==> src/rtl/csrv_pkg.sv <==
// shared types, constants and helper functions of the value-indexed csr spmv core
package csrv_pkg;

    localparam int VALUE_TABLE_DEPTH_DEF = 256;
    localparam int X_DEPTH_DEF           = 4096;
    localparam int QUEUE_DEPTH           = 4;

    localparam int ADDR_W = 8;
    localparam int COL_W  = 12;
    localparam int DATA_W = 64;
    localparam int ROW_W  = 32;

    localparam logic [DATA_W-1:0] QNAN_BITS = 64'h7FF8_0000_0000_0000;
    localparam logic [DATA_W-1:0] INF_BITS  = 64'h7FF0_0000_0000_0000;

    typedef enum logic [1:0] {
        CMD_LOAD_TABLE = 2'd0,
        CMD_LOAD_X     = 2'd1,
        CMD_NONZERO    = 2'd2,
        CMD_EMPTY_ROW  = 2'd3
    } csrv_cmd_t;

    typedef struct packed {
        logic              fma;
        logic              emit;
        logic [DATA_W-1:0] a;
        logic [DATA_W-1:0] b;
    } csrv_op_t;

    typedef struct packed {
        logic [127:0] v;
        logic [6:0]   n;
    } csrv_norm_t;

    // shift left by whole 16-bit groups until the top group is nonzero
    function automatic csrv_norm_t csrv_norm_coarse(input logic [127:0] v);
        csrv_norm_t r;
        logic [2:0] idx;
        logic       found;
        idx   = '0;
        found = 1'b0;
        for (int g = 0; g < 8; g++)
        begin
            if (!found && (v[127-16*g -: 16] != '0))
            begin
                idx   = 3'(g);
                found = 1'b1;
            end
        end
        r.n = {idx, 4'b0000};
        r.v = v << r.n;
        return r;
    endfunction

    // finish the shift inside the top group
    function automatic csrv_norm_t csrv_norm_fine(input logic [127:0] v);
        csrv_norm_t r;
        logic [3:0] idx;
        logic       found;
        idx   = '0;
        found = 1'b0;
        for (int g = 0; g < 16; g++)
        begin
            if (!found && v[127-g])
            begin
                idx   = 4'(g);
                found = 1'b1;
            end
        end
        r.n = {3'b000, idx};
        r.v = v << idx;
        return r;
    endfunction

    // right shift with the lost bits folded into bit 0, 128 or more leaves only that sticky bit
    function automatic logic [127:0] csrv_shr_jam(input logic [127:0] v, input logic [7:0] d);
        logic [127:0] r;
        logic [127:0] mask;
        if (d[7])
        begin
            r = {127'b0, |v};
        end
        else
        begin
            mask = ~({128{1'b1}} << d[6:0]);
            r    = v >> d[6:0];
            r[0] = r[0] | (|(v & mask));
        end
        return r;
    endfunction

endpackage

==> src/rtl/csrv_fifo.sv <==
// short operation queue between front and back
module csrv_fifo
    import csrv_pkg::*;
#(
    parameter int DEPTH = QUEUE_DEPTH
)(
    input  logic     clk,
    input  logic     rst_n,
    input  logic     push,
    input  csrv_op_t push_op,
    output logic     full,
    input  logic     pop,
    output csrv_op_t head,
    output logic     empty
);
    localparam int PW = (DEPTH > 1) ? $clog2(DEPTH) : 1;
    localparam int CW = $clog2(DEPTH + 1);

    csrv_op_t        slot_reg [DEPTH];
    logic [PW-1:0]   wr_ptr_reg;
    logic [PW-1:0]   rd_ptr_reg;
    logic [CW-1:0]   count_reg;

    assign full  = (count_reg == CW'(DEPTH));
    assign empty = (count_reg == '0);
    assign head  = slot_reg[rd_ptr_reg];

    always_ff @(posedge clk)
    begin
        if (push)
        begin
            slot_reg[wr_ptr_reg] <= push_op;
        end
    end

    always_ff @(posedge clk or negedge rst_n)
    begin
        if (!rst_n)
        begin
            wr_ptr_reg <= '0;
            rd_ptr_reg <= '0;
            count_reg  <= '0;
        end
        else
        begin
            if (push)
            begin
                wr_ptr_reg <= (wr_ptr_reg == PW'(DEPTH - 1)) ? '0 : wr_ptr_reg + 1'b1;
            end
            if (pop)
            begin
                rd_ptr_reg <= (rd_ptr_reg == PW'(DEPTH - 1)) ? '0 : rd_ptr_reg + 1'b1;
            end
            if (push && !pop)
            begin
                count_reg <= count_reg + 1'b1;
            end
            else if (pop && !push)
            begin
                count_reg <= count_reg - 1'b1;
            end
        end
    end

    a_no_overflow: assert property (@(posedge clk) disable iff (!rst_n) push |-> !full || pop)
        else $error("queue written while full");
    a_count_up: assert property (@(posedge clk) disable iff (!rst_n)
        (push && !pop) |=> count_reg == $past(count_reg) + 1'b1)
        else $error("queue count lost a push");
endmodule

==> config.mk <==
export PLATFORM = sky130hd
export DESIGN_NAME = csrv_fifo
export DESIGN_NICKNAME = d
export VERILOG_FILES = /design/src/rtl/csrv_pkg.sv /design/src/rtl/csrv_fifo.sv
export SDC_FILE = /design/constraint.sdc
export NUM_CORES = 1
export LEC_CHECK = 0
export BUFFER_PORTS_ARGS = -buffer_cell sky130_fd_sc_hd__buf_2
export CAP_MARGIN = 20
export CORE_ASPECT_RATIO = 0.9
export CORE_UTILIZATION = 30
export CTS_CLUSTER_SIZE = 28
export DETAILED_ROUTE_END_ITERATION = 10
export MAX_ROUTING_LAYER = met4
export PLACE_DENSITY = 0.54
export SETUP_SLACK_MARGIN = 0.05
export SLEW_MARGIN = 20
export SYNTH_ARGS = -nofsm -noshare
export SYNTH_HDL_FRONTEND = slang
export SYNTH_SLANG_ARGS = --single-unit
==> constraint.sdc <==
create_clock -name clk -period 5 [get_ports clk]
set_clock_uncertainty 0.05 [all_clocks]
set_input_delay 0.25 -clock clk [delete_from_list [all_inputs] [get_ports clk]]
set_output_delay 0.25 -clock clk [all_outputs]
set_load 0.05 [all_outputs]
==> metrics, run 1 <==
Synth Area per Inst=26.7 µm²; Worst-path clk slew=0.06 ns; area of placed instances=21500 µm²; Syn Nets=858; pre-CTS WS=2.35 ns; Port Buf Inserts=265; Setup TNS=0 ns; RD Place Congestion=0.696; Total GRT Usage=12.4%; Max Cap Viol=0; worst rel slew slack=35.3%; Clk Latency, worst-skew pair=0.58 ns; vias in the first global route=9919; DIE HEIGHT=242 µm; largest net degree at the start of global routing=133; WL final=38.7 mm; Vias=8963; post-route minimum period=3.15 ns; Fmax achieved=0.318 GHz; worst min path class=input port to register; outcome=complete, no violations; DR iter-0 viols=515; kind of critical path=register to output port; RSZ-0062 raised after global routing=false; CP Capture Type=output port; ANT nets after route=0; hold path depth=2; initial antenna violation count=8; Final Util=39.2%; GRT overflow=0; Hold Vio Cnt, Final=0; Seq cells post-synth=527; Cells after Synth=717; Lkg Pwr=8.35 nW; VDD IR max=0.000475 V; row count=87; max reg flops=520; final setup violation count=0; post-CTS resize count=0; htree depth=2; Post-CTS Setup Inserts=0; WL per Instance=18.9 µm; hold-fix buffers at CTS=134; asr flop ratio synth=1.33%; peak fanout along the critical path=41; PD cells=637 nW/µm²; TritonCTS clock tree=built; Final Cell Area=24600 µm²; first-pass GRT wire length=58.9 mm; layout cells sized above 1=40.9%; initial cell density of the core=30.5%; Longest Clk Path Bufs=3; die span in x=268 µm; Critical Path AT=2.85 ns; most common cell in the synthesized netlist=edfxtp_1; most frequent cells after synthesis=edfxtp_1 (520), mux4_2 (130), buf_2 (15); cells on worst reg2reg path=4; hpwl dp=21.1 mm; drt pass-1 iters=4; post-synthesis cell type count=19; Yosys top cell area share=81.5%; EDFF count, synth=520; Core Box Area=62900 µm²; Startpoint Class=register; Worst-Margin Slew=0.971 ns; clock root cell=clkbuf_16; CP required=4.70 ns; synth top area cells=edfxtp_1 (81%), mux4_2 (15%), dfrtp_1 (0.91%), buf_6 (0.59%), buf_2 (0.39%); clk sinks=527; Via-to-Cell Ratio=4.37; Ys Warns=0; synthesized cell area=19200 µm²; post-synthesis sequential area ratio=82.4%; fin crit share=62.9%; die area=64900 µm²; Slew Limit Fails=0; Worst Hold Margin=0.364 ns; number of placed I/O pins=266; area added between synthesis and finish=28.6%; TritonCTS buffer count=54; final worst slack=1.85 ns; Main synth FF type=edfxtp_1; nets=1293; DRC violations left=0; most area-hungry cell type in the Yosys netlist=edfxtp_1
## layer usage
metal  wire, µm  vias to the layer above  track usage, %  part of all wire (%)
met5          0                        -               -                     0
met4        806                        0            3.53                   2.1
met3       2840                       56            3.82                   7.3
met2      18600                      211            19.9                    48
met1      16400                     4699            15.0                    42
li1           -                     3997               -                     -
## worst paths after layout
| kind | endpoint | slack (ns) | from |
|---|---|---|---|
| max | head[94] | 1.85 | rd_ptr_reg[0]$_DFFE_PN0P_ |
| min | slot_reg[1][4]$_DFFE_PP_ | 0.36 | push_op[4] |
| max reg2reg | slot_reg[0][71]$_DFFE_PP_ | 2.69 | wr_ptr_reg[0]$_DFFE_PN0P_ |
| min reg2reg | count_reg[2]$_DFFE_PN0P_ | 0.44 | count_reg[2]$_DFFE_PN0P_ |
| max in group asynchronous | rd_ptr_reg[0]$_DFFE_PN0P_ | 3.97 | rst_n |
| min in group asynchronous | wr_ptr_reg[1]$_DFFE_PN0P_ | 0.61 | rst_n |
## power by group
group	switching (mW)	total, mW	internal (mW)
clock network	1.64	4.02	2.38
logic	4.03	5.78	1.75
registers	0.242	5.90	5.66
## through the flow
stage | power (mW) | cells
2_1_floorplan | 10.5 | 717
3_3_place_gp | 11.8 | 1807
3_5_place_dp | 11.8 | 1807
4_1_cts | 16.0 | 2042
5_1_grt | 16.4 | 2050
6_report | 15.7 | 2051
## cells by family after synthesis
group | Yosys count | synth area share [%]
compound gates | 2 | 0.0522
buf+inv | 34 | 1.18
simple gates | 11 | 0.294
flops | 527 | 82.4
mux | 133 | 15.5
xor+xnor | 3 | 0.137
fa+ha+maj | 7 | 0.496
## layout make-up
cell class                      instances  area [µm²]
Fill cell                            5756       38300
Sequential cell                       527       15800
Inverter                                4        15.0
Timing Repair Buffer                  409        2830
Clock buffer                           70        1430
Multi-Input combinational cell        156        3160
Antenna cell                            9        22.5
Tap cell                              845        1060
Clock inverter                         31         333
## placed cells by master, fill, tap and decap left out, drive strengths merged, types with 6 or more instances in the layout
cell type	netlist	layout
dlygate4sd3	0	134
diode	0	9
inv	4	7
mux4	130	130
dfrtp	7	7
edfxtp	520	520
clkbuf	4	70
bufinv	0	7
ha	6	6
buf	26	275
clkinv	0	21
## worst max-delay path, cell delays in order, from the launching register on
cell and delay, ns:
dfrtp_4 0.97, buf_12 0.38, mux4_2 0.56, buf_2 0.24
(Power assumes the default switching activity.)
==> run 2: changes to the inputs <==
--- a/config.mk
+++ b/config.mk
@@ -5,6 +5,7 @@
 export SDC_FILE = /design/constraint.sdc
 export NUM_CORES = 1
 export LEC_CHECK = 0
+export ABC_AREA = 1
 export BUFFER_PORTS_ARGS = -buffer_cell sky130_fd_sc_hd__buf_2
 export CAP_MARGIN = 20
 export CORE_ASPECT_RATIO = 0.9
==> constraint.sdc (replaced) <==
create_clock -name clk -period 2.9 [get_ports clk]
set_clock_uncertainty 0.05 [all_clocks]
set_input_delay 0.145 -clock clk [delete_from_list [all_inputs] [get_ports clk]]
set_output_delay 0.145 -clock clk [all_outputs]
set_load 0.05 [all_outputs]
==> run 2 against run 1 <==
  * Register-to-register slack worse by 1.5 ns
  * Critical path depth up 3
  * First-iteration DRC count up 17%
  * Power up 83%
  * Final area up 8.8%
  * Die area up 11%
  * Sequential share of layout area down 5.2 points
  * Largest power group is now combinational cells
==> metrics, run 2 <==
Slew Limit Fails=0 (unchanged); Power, Total=28.7 mW (was 15.7 mW); vias in the first global route=12500 (was 9919); most common cell after layout, fill and taps aside=edfxtp_1 (unchanged); ANT nets after route=0 (unchanged); most common cell in the synthesized netlist=edfxtp_1 (unchanged); Clock Power Share=23.5% (was 25.6%); Ys Warns=0 (unchanged); hold path depth=2 (unchanged); DIE HEIGHT=255 µm (was 242 µm); synth top area cells=edfxtp_1 (73%), o211ai_1 (8.1%), nand2_1 (7.1%), inv_1 (4.8%), buf_6 (2.8%) (was edfxtp_1 (81%), mux4_2 (15%), dfrtp_1 (0.91%), buf_6 (0.59%), buf_2 (0.39%)); first-pass GRT wire length=69.9 mm (was 58.9 mm); Critical Path AT=2.43 ns (was 2.85 ns); max reg flops=520 (unchanged); met1 wire length=20.9 mm (was 16.4 mm); RD Place Congestion=0.757 (was 0.696); sequential share of power=35.2% (was 37.6%); Lkg Pwr=10.6 nW (was 8.35 nW); Synth Area in XOR/XNOR=0.0410% (was 0.137%); Yosys top cell area share=73.0% (was 81.5%); Total GRT Usage=12.7% (was 12.4%); initial cell density of the core=30.4% (was 30.5%); PD cells=1070 nW/µm² (was 637 nW/µm²); WL per Instance=15.7 µm (was 18.9 µm); number of placed I/O pins=266 (unchanged); peak fanout along the critical path=79 (was 41); TritonCTS buffer count=56 (was 54); layout cells sized above 1=20.8% (was 40.9%); cell mode on critical path=nand2_1; # fillers=6664 (was 5756); Setup TNS=0 ns (unchanged); max layer used=met4 (unchanged); Syn Nets=1710 (was 858); R2R setup slack=1.16 ns (was 2.69 ns); most area-hungry cell type in the Yosys netlist=edfxtp_1 (unchanged); commonest cells after routing, fill and taps aside=edfxtp_1 (520), nand2_1 (401), inv_1 (266), buf_2 (265), o211ai_1 (230) (was edfxtp_1 (520), buf_2 (265), dlygate4sd3_1 (134), mux4_2 (130), clkbuf_16 (55)); die area=72300 µm² (was 64900 µm²); Hold Vio Cnt, Final=0 (unchanged); worst-path cell chain=clkinv_16 -> buf_4 -> nand2_1 -> o211ai_1 -> nand2_1 -> buf_2 (was buf_12 -> mux4_2 -> buf_2); kind of critical path=register to output port (unchanged); Routed met2 length=21.8 mm (was 18.6 mm); Post-Synth Simple-Gate Area=7.25% (was 0.294%); Clk Latency, worst-skew pair=0.59 ns (was 0.58 ns); worst rel slew slack=62.6% (was 35.3%); GRT overflow=0 (unchanged); Worst-path clk slew=0.06 ns (about the same); internal power=16.5 mW (was 9.79 mW); highest-delay cell along the critical path=dfrtp_2 (was dfrtp_4); clock root cell=clkbuf_16 (unchanged); EDFF count, synth=520 (unchanged); most frequent cells after synthesis=edfxtp_1 (520), nand2_1 (405), inv_1 (271) (was edfxtp_1 (520), mux4_2 (130), buf_2 (15)); VDD IR max=0.000746 V (was 0.000475 V); Sw Share=42.4% (was 37.6%); CP Capture Type=output port (unchanged); Fmax achieved=0.381 GHz; drt pass-1 iters=5 (was 4); Vias=12900 (was 8963); Cells after Synth=1569 (was 717); Critical R2R Launch=wr_ptr_reg[1]$_DFFE_PN0P_ (was wr_ptr_reg[0]$_DFFE_PN0P_); Startpoint Class=register (unchanged); min-delay src=push_op[68] (was push_op[4]); largest family of logic cells by synthesized area=compound AO/OA/AOI/OAI gates (was multiplexers); synthesized cell area=21400 µm² (was 19200 µm²); hold worst-path end=slot_reg[1][68]$_DFFE_PP_ (was slot_reg[1][4]$_DFFE_PP_); outcome=complete, no violations (unchanged); worst min path class=input port to register (unchanged); nets=2119 (was 1293); Core Box Area=70200 µm² (was 62900 µm²); Max Cap Viol=0 (unchanged); adder-cell area share of the yosys netlist=0.445% (was 0.496%); post-synthesis sequential area ratio=73.9% (was 82.4%); initial antenna violation count=9 (was 8); asr flop ratio synth=1.33% (unchanged); post-synthesis cell type count=21 (was 19); Worst-Margin Slew=0.560 ns (was 0.971 ns); post-synthesis compound-gate area fraction=9.93% (was 0.0522%); Net Switching=12.2 mW (was 5.91 mW); CP required=2.71 ns (was 4.70 ns); Via-to-Cell Ratio=4.33 (was 4.37); TritonCTS clock tree=built (unchanged); cells on worst reg2reg path=5 (was 4); RSZ-0062 raised after global routing=false (unchanged); fraction of power consumed by combinational cells=41.3% (was 36.8%); clk sinks=527 (unchanged); post-route minimum period=2.62 ns; WL met3=2.94 mm (was 2.84 mm); final setup violation count=0 (unchanged); Synth Area per Inst=13.6 µm² (was 26.7 µm²); DRC violations left=0 (unchanged); DR iter-0 viols=601 (was 515); WL final=46.6 mm (was 38.7 mm); hpwl dp=26.8 mm (was 21.1 mm); Crit path largest cell delay=0.60 ns (was 0.97 ns); Seq cells post-synth=527 (unchanged); area added between synthesis and finish=25.5% (was 28.6%); Port Buf Inserts=265 (unchanged); row count=92 (was 87); fin crit share=90.5%; die span in x=283 µm (was 268 µm); Longest Clk Path Bufs=3 (unchanged); Main synth FF type=edfxtp_1 (unchanged); mux cell area share after synthesis=0% (was 15.5%); htree depth=2 (unchanged); FF-to-FF End=slot_reg[0][38]$_DFFE_PP_ (was slot_reg[0][71]$_DFFE_PP_); largest net degree at the start of global routing=158 (was 133)
[run 2: cell count changes after synthesis, sizes merged, moves of 4 or more]
| cell | delta |
|---|---|
| o211ai | +260 |
| buf | +54 |
| mux4 | -130 |
| nand2 | +403 |
| and2 | -4 |
| inv | +269 |
[run 2: worst max-delay path by stage]
stage | startpoint | end | depth (start not counted)
detailed placement | rd_ptr_reg[0]$_DFFE_PN0P_ | head[86] | 5
finish | rd_ptr_reg[0]$_DFFE_PN0P_ | head[52] | 6
CTS | rd_ptr_reg[0]$_DFFE_PN0P_ | head[86] | 5
global route | rd_ptr_reg[0]$_DFFE_PN0P_ | head[52] | 6
global placement | rd_ptr_reg[0]$_DFFE_PN0P_ | head[86] | 5
floorplan | wr_ptr_reg[0]$_DFFE_PN0P_ | slot_reg[0][0]$_DFFE_PP_ | 4
[run 2: power by group through the flow]
| stage | Clock, mW | Combinational (mW) | Sequential (mW) |
|---|---|---|---|
| 6_report | 6.75 | 11.8 | 10.1 |
| 4_1_cts | 6.97 | 12.0 | 10.1 |
| 3_5_place_dp | 0 | 11.8 | 10.3 |
| 5_1_grt | 7.23 | 12.8 | 10.2 |
| 3_3_place_gp | 0 | 11.7 | 10.2 |
| 2_1_floorplan | 0 | 9.05 | 10.2 |
[run 2: cell type report]
class / count / area (µm²) / share of cell area [%]
multi-input combinational: 683 / 3790 / 14.1
timing repair inverter: 1 / 11.3 / 0.0420
clock buffer: 73 / 1490 / 5.54
sequential: 527 / 15800 / 58.9
tap: 940 / 1180 / 4.38
inverter: 273 / 1070 / 3.99
timing repair buffer: 436 / 3220 / 12.0
clock inverter: 30 / 250 / 0.933
antenna: 9 / 22.5 / 0.0840
[run 2: cells by family (layout without fill, tap and decap cells)]
family | Yosys count | count (layout)
buf+inv | 359 | 813
other cells | 0 | 9
simple gates | 411 | 411
compound gates | 264 | 264
flops | 527 | 527
fa+ha+maj | 7 | 7
xor+xnor | 1 | 1
[run 2: through the flow]
stage / setup WS, ns / area [µm²] / hold WS [ns] / std cells / utilization, %
after global placement: 0.856 / 23700 / -0.0655 / 2725 / 33.8
after floorplan: -0.136 / 21400 / -0.201 / 1569 / -
after detailed placement: 0.819 / 23700 / -0.0586 / 2725 / 33.8
after CTS: 0.158 / 26800 / 0.198 / 2962 / 38.1
after global routing: 0.107 / 26800 / 0.223 / 2972 / 38.2
final: 0.276 / 26800 / 0.250 / 2972 / 38.2
[run 2: timing repair]
action,CTS,global route
buffers inserted,0,0
hold buffers,134,0
hold endpoints to repair,533,0
resized for setup,0,2
setup endpoints to repair,0,2
[run 2: worst max-delay path: cells and delay by family (launching register included)]
kind	cells	cell delay, ns
buffers and inverters	3	0.89
and+or+nand+nor	2	0.19
AOI/OAI and AO/OA	1	0.08
DFF	1	0.60
[run 2: layer usage]
| metal | up-vias | global-route usage [%] |
|---|---|---|
| met4 | 0 | 3.49 |
| met2 | 285 | 20.4 |
| met1 | 6152 | 15.8 |
| met5 | - | - |
| met3 | 69 | 3.54 |
| li1 | 6352 | - |
==> run 3: changes to the inputs <==
--- a/config.mk
+++ b/config.mk
@@ -6,15 +6,17 @@
 export NUM_CORES = 1
 export LEC_CHECK = 0
 export ABC_AREA = 1
-export BUFFER_PORTS_ARGS = -buffer_cell sky130_fd_sc_hd__buf_2
 export CAP_MARGIN = 20
 export CORE_ASPECT_RATIO = 0.9
 export CORE_UTILIZATION = 30
 export CTS_CLUSTER_SIZE = 28
 export DETAILED_ROUTE_END_ITERATION = 10
+export DONT_BUFFER_PORTS = 1
 export MAX_ROUTING_LAYER = met4
-export PLACE_DENSITY = 0.54
+export PLACE_DENSITY = 0.51
+export REMOVE_ABC_BUFFERS = 1
 export SETUP_SLACK_MARGIN = 0.05
+export SKIP_LAST_GASP = 1
 export SLEW_MARGIN = 20
 export SYNTH_ARGS = -nofsm -noshare
 export SYNTH_HDL_FRONTEND = slang
==> run 3 against run 2 <==
  * Power increased by 1.6%
  * Sequential share of layout area increased by 1.3 points
  * Clock power increased by 3.4%
  * Global-route usage increased by 0.27 points
  * Highest routed layer unchanged
  * Critical path type unchanged
==> metrics, run 3 (same netlist as run 2, synthesis figures left out) <==
vias in the first global route=11900 (was 12500); GRT overflow=0 (unchanged); RD Place Congestion=0.729 (was 0.757); peak fanout along the critical path=85 (was 79); commonest cells after routing, fill and taps aside=edfxtp_1 (520), nand2_1 (405), inv_1 (267), o211ai_1 (230), dlygate4sd3_1 (134) (was edfxtp_1 (520), nand2_1 (401), inv_1 (266), buf_2 (265), o211ai_1 (230)); drt pass-1 iters=5 (unchanged); TritonCTS buffer count=57 (was 56); initial antenna violation count=9 (unchanged); Worst Hold Margin=0.192 ns (was 0.250 ns); worst min path class=input port to register (unchanged); Lkg Pwr=10.1 nW (was 10.6 nW); hpwl dp=27.3 mm (was 26.8 mm); clock root cell=clkbuf_16 (unchanged); max reg flops=520 (unchanged); largest net degree at the start of global routing=119 (was 158); DIE HEIGHT=255 µm (unchanged); Total GRT Usage=13.0% (was 12.7%); Core Box Area=70200 µm² (unchanged); cells on worst reg2reg path=5 (unchanged); die area=72300 µm² (unchanged); htree depth=2 (unchanged); Fmax achieved=0.386 GHz (was 0.381 GHz); FF-to-FF End=slot_reg[0][129]$_DFFE_PP_ (was slot_reg[0][38]$_DFFE_PP_); number of placed I/O pins=266 (unchanged); Vias=12200 (was 12900); nets=1944 (was 2119); RSZ-0062 raised after global routing=false (unchanged); ANT nets after route=0 (unchanged); fin crit share=89.4% (was 90.5%); Startpoint Class=register (unchanged); worst rel slew slack=61.4% (was 62.6%); row count=92 (unchanged); outcome=complete, no violations (unchanged); Port Buf Inserts=0 (was 265); Max Cap Viol=0 (unchanged); VDD IR max=0.000683 V (was 0.000746 V); TritonCTS clock tree=built (unchanged); Post-CTS Setup Inserts=0 (unchanged); post-route minimum period=2.59 ns (was 2.62 ns); Via-to-Cell Ratio=4.35 (was 4.33); initial cell density of the core=30.4% (unchanged); Hold Vio Cnt, Final=0 (unchanged); kind of critical path=register to output port (unchanged); Setup TNS=0 ns (unchanged); Longest Clk Path Bufs=3 (unchanged); Critical Path AT=2.40 ns (was 2.43 ns); WL final=46.9 mm (was 46.6 mm); WL per Instance=16.8 µm (was 15.7 µm); Clk Latency, worst-skew pair=0.59 ns (about the same); Slew Limit Fails=0 (unchanged); first-pass GRT wire length=69.8 mm (was 69.9 mm); hold worst-path end=slot_reg[0][89]$_DFFE_PP_ (was slot_reg[1][68]$_DFFE_PP_); Final Util=37.4% (was 38.2%); Critical R2R Launch=wr_ptr_reg[0]$_DFFE_PN0P_ (was wr_ptr_reg[1]$_DFFE_PN0P_); hold path depth=1 (was 2); Worst-path clk slew=0.06 ns (about the same); area added between synthesis and finish=22.8% (was 25.5%); Worst-Margin Slew=0.577 ns (was 0.560 ns); CP Capture Type=output port (unchanged); clk sinks=527 (unchanged); layout cells sized above 1=13.1% (was 20.8%); DRC violations left=0 (unchanged); most common cell after layout, fill and taps aside=edfxtp_1 (unchanged); die span in x=283 µm (unchanged); area of placed instances=23000 µm² (was 23700 µm²); DR iter-0 viols=555 (was 601); Final Cell Area=26200 µm² (was 26800 µm²); min-delay src=push_op[89] (was push_op[68]); R2R setup slack=1.02 ns (was 1.16 ns); # fillers=6674 (was 6664); CP required=2.71 ns (about the same); final setup violation count=0 (unchanged); PD cells=1110 nW/µm² (was 1070 nW/µm²)
-- run 3: changes by cell type in the layout (fill, tap and decap cells not counted), sizes merged --
| cell | change |
|---|---|
| clkinvlp | -4 |
| clkinv | +1 |
| bufinv | +1 |
| buf | -176 |
| inv | +4 |
-- run 3: worst max-delay path, cell delays in order (launching register included) --
cell and delay (ns):
dfrtp_2 0.59, clkinv_16 0.23, buf_12 0.29, o211ai_1 0.27, nand2_1 0.09, buf_4 0.19
-- run 3: layer usage --
metal	global-route usage, %	vias to the layer above	wire, µm	share of wire [%]
li1	-	6005	-	-
met5	-	-	0	0
met3	3.51	73	2900	6.2
met2	20.5	237	21900	47
met4	3.89	0	935	2.0
met1	16.3	5867	21200	45
-- run 3: cell type report --
class / count / area, µm² / share of cell area (%)
antenna: 9 / 22.5 / 0.0858
sequential: 527 / 15800 / 60.2
multi-input combinational: 683 / 3770 / 14.4
tap: 940 / 1180 / 4.48
timing repair inverter: 1 / 11.3 / 0.0429
clock inverter: 32 / 287 / 1.09
timing repair buffer: 260 / 2570 / 9.81
inverter: 273 / 1080 / 4.10
clock buffer: 73 / 1530 / 5.83
-- run 3: timing repair --
item                                    in CTS  in global routing
hold buffers                               134                  0
gates resized for setup                      0                  2
endpoints found under the setup margin       0                  2
hold endpoints to repair                   600                  0
-- run 3: through the flow --
stage | power, mW | worst slack, ns | cells
global route | 30.7 | 0.159 | 2798
floorplan | 18.6 | -1.92 | 1483
finish | 29.1 | 0.307 | 2798
detailed placement | 22.3 | 0.838 | 2549
CTS | 29.6 | 0.174 | 2788
global placement | 22.2 | 0.847 | 2549
-- run 3: how the worst max path moves through the flow --
| stage | start | to | slack, ns | cells after the start |
|---|---|---|---|---|
| floorplan | rd_ptr_reg[1]$_DFFE_PN0P_ | head[100] | -1.92 | 3 |
| global placement | rd_ptr_reg[0]$_DFFE_PN0P_ | head[71] | 0.85 | 6 |
| detailed placement | rd_ptr_reg[0]$_DFFE_PN0P_ | head[71] | 0.84 | 6 |
| CTS | rd_ptr_reg[0]$_DFFE_PN0P_ | head[71] | 0.17 | 6 |
| global route | rd_ptr_reg[1]$_DFFE_PN0P_ | head[34] | 0.16 | 5 |
| finish | rd_ptr_reg[0]$_DFFE_PN0P_ | head[101] | 0.31 | 5 |
-- run 3: report_power, final --
group	switching, mW	internal (mW)
combinational	9.01	3.09
clock	2.84	4.14
sequential	0.315	9.75
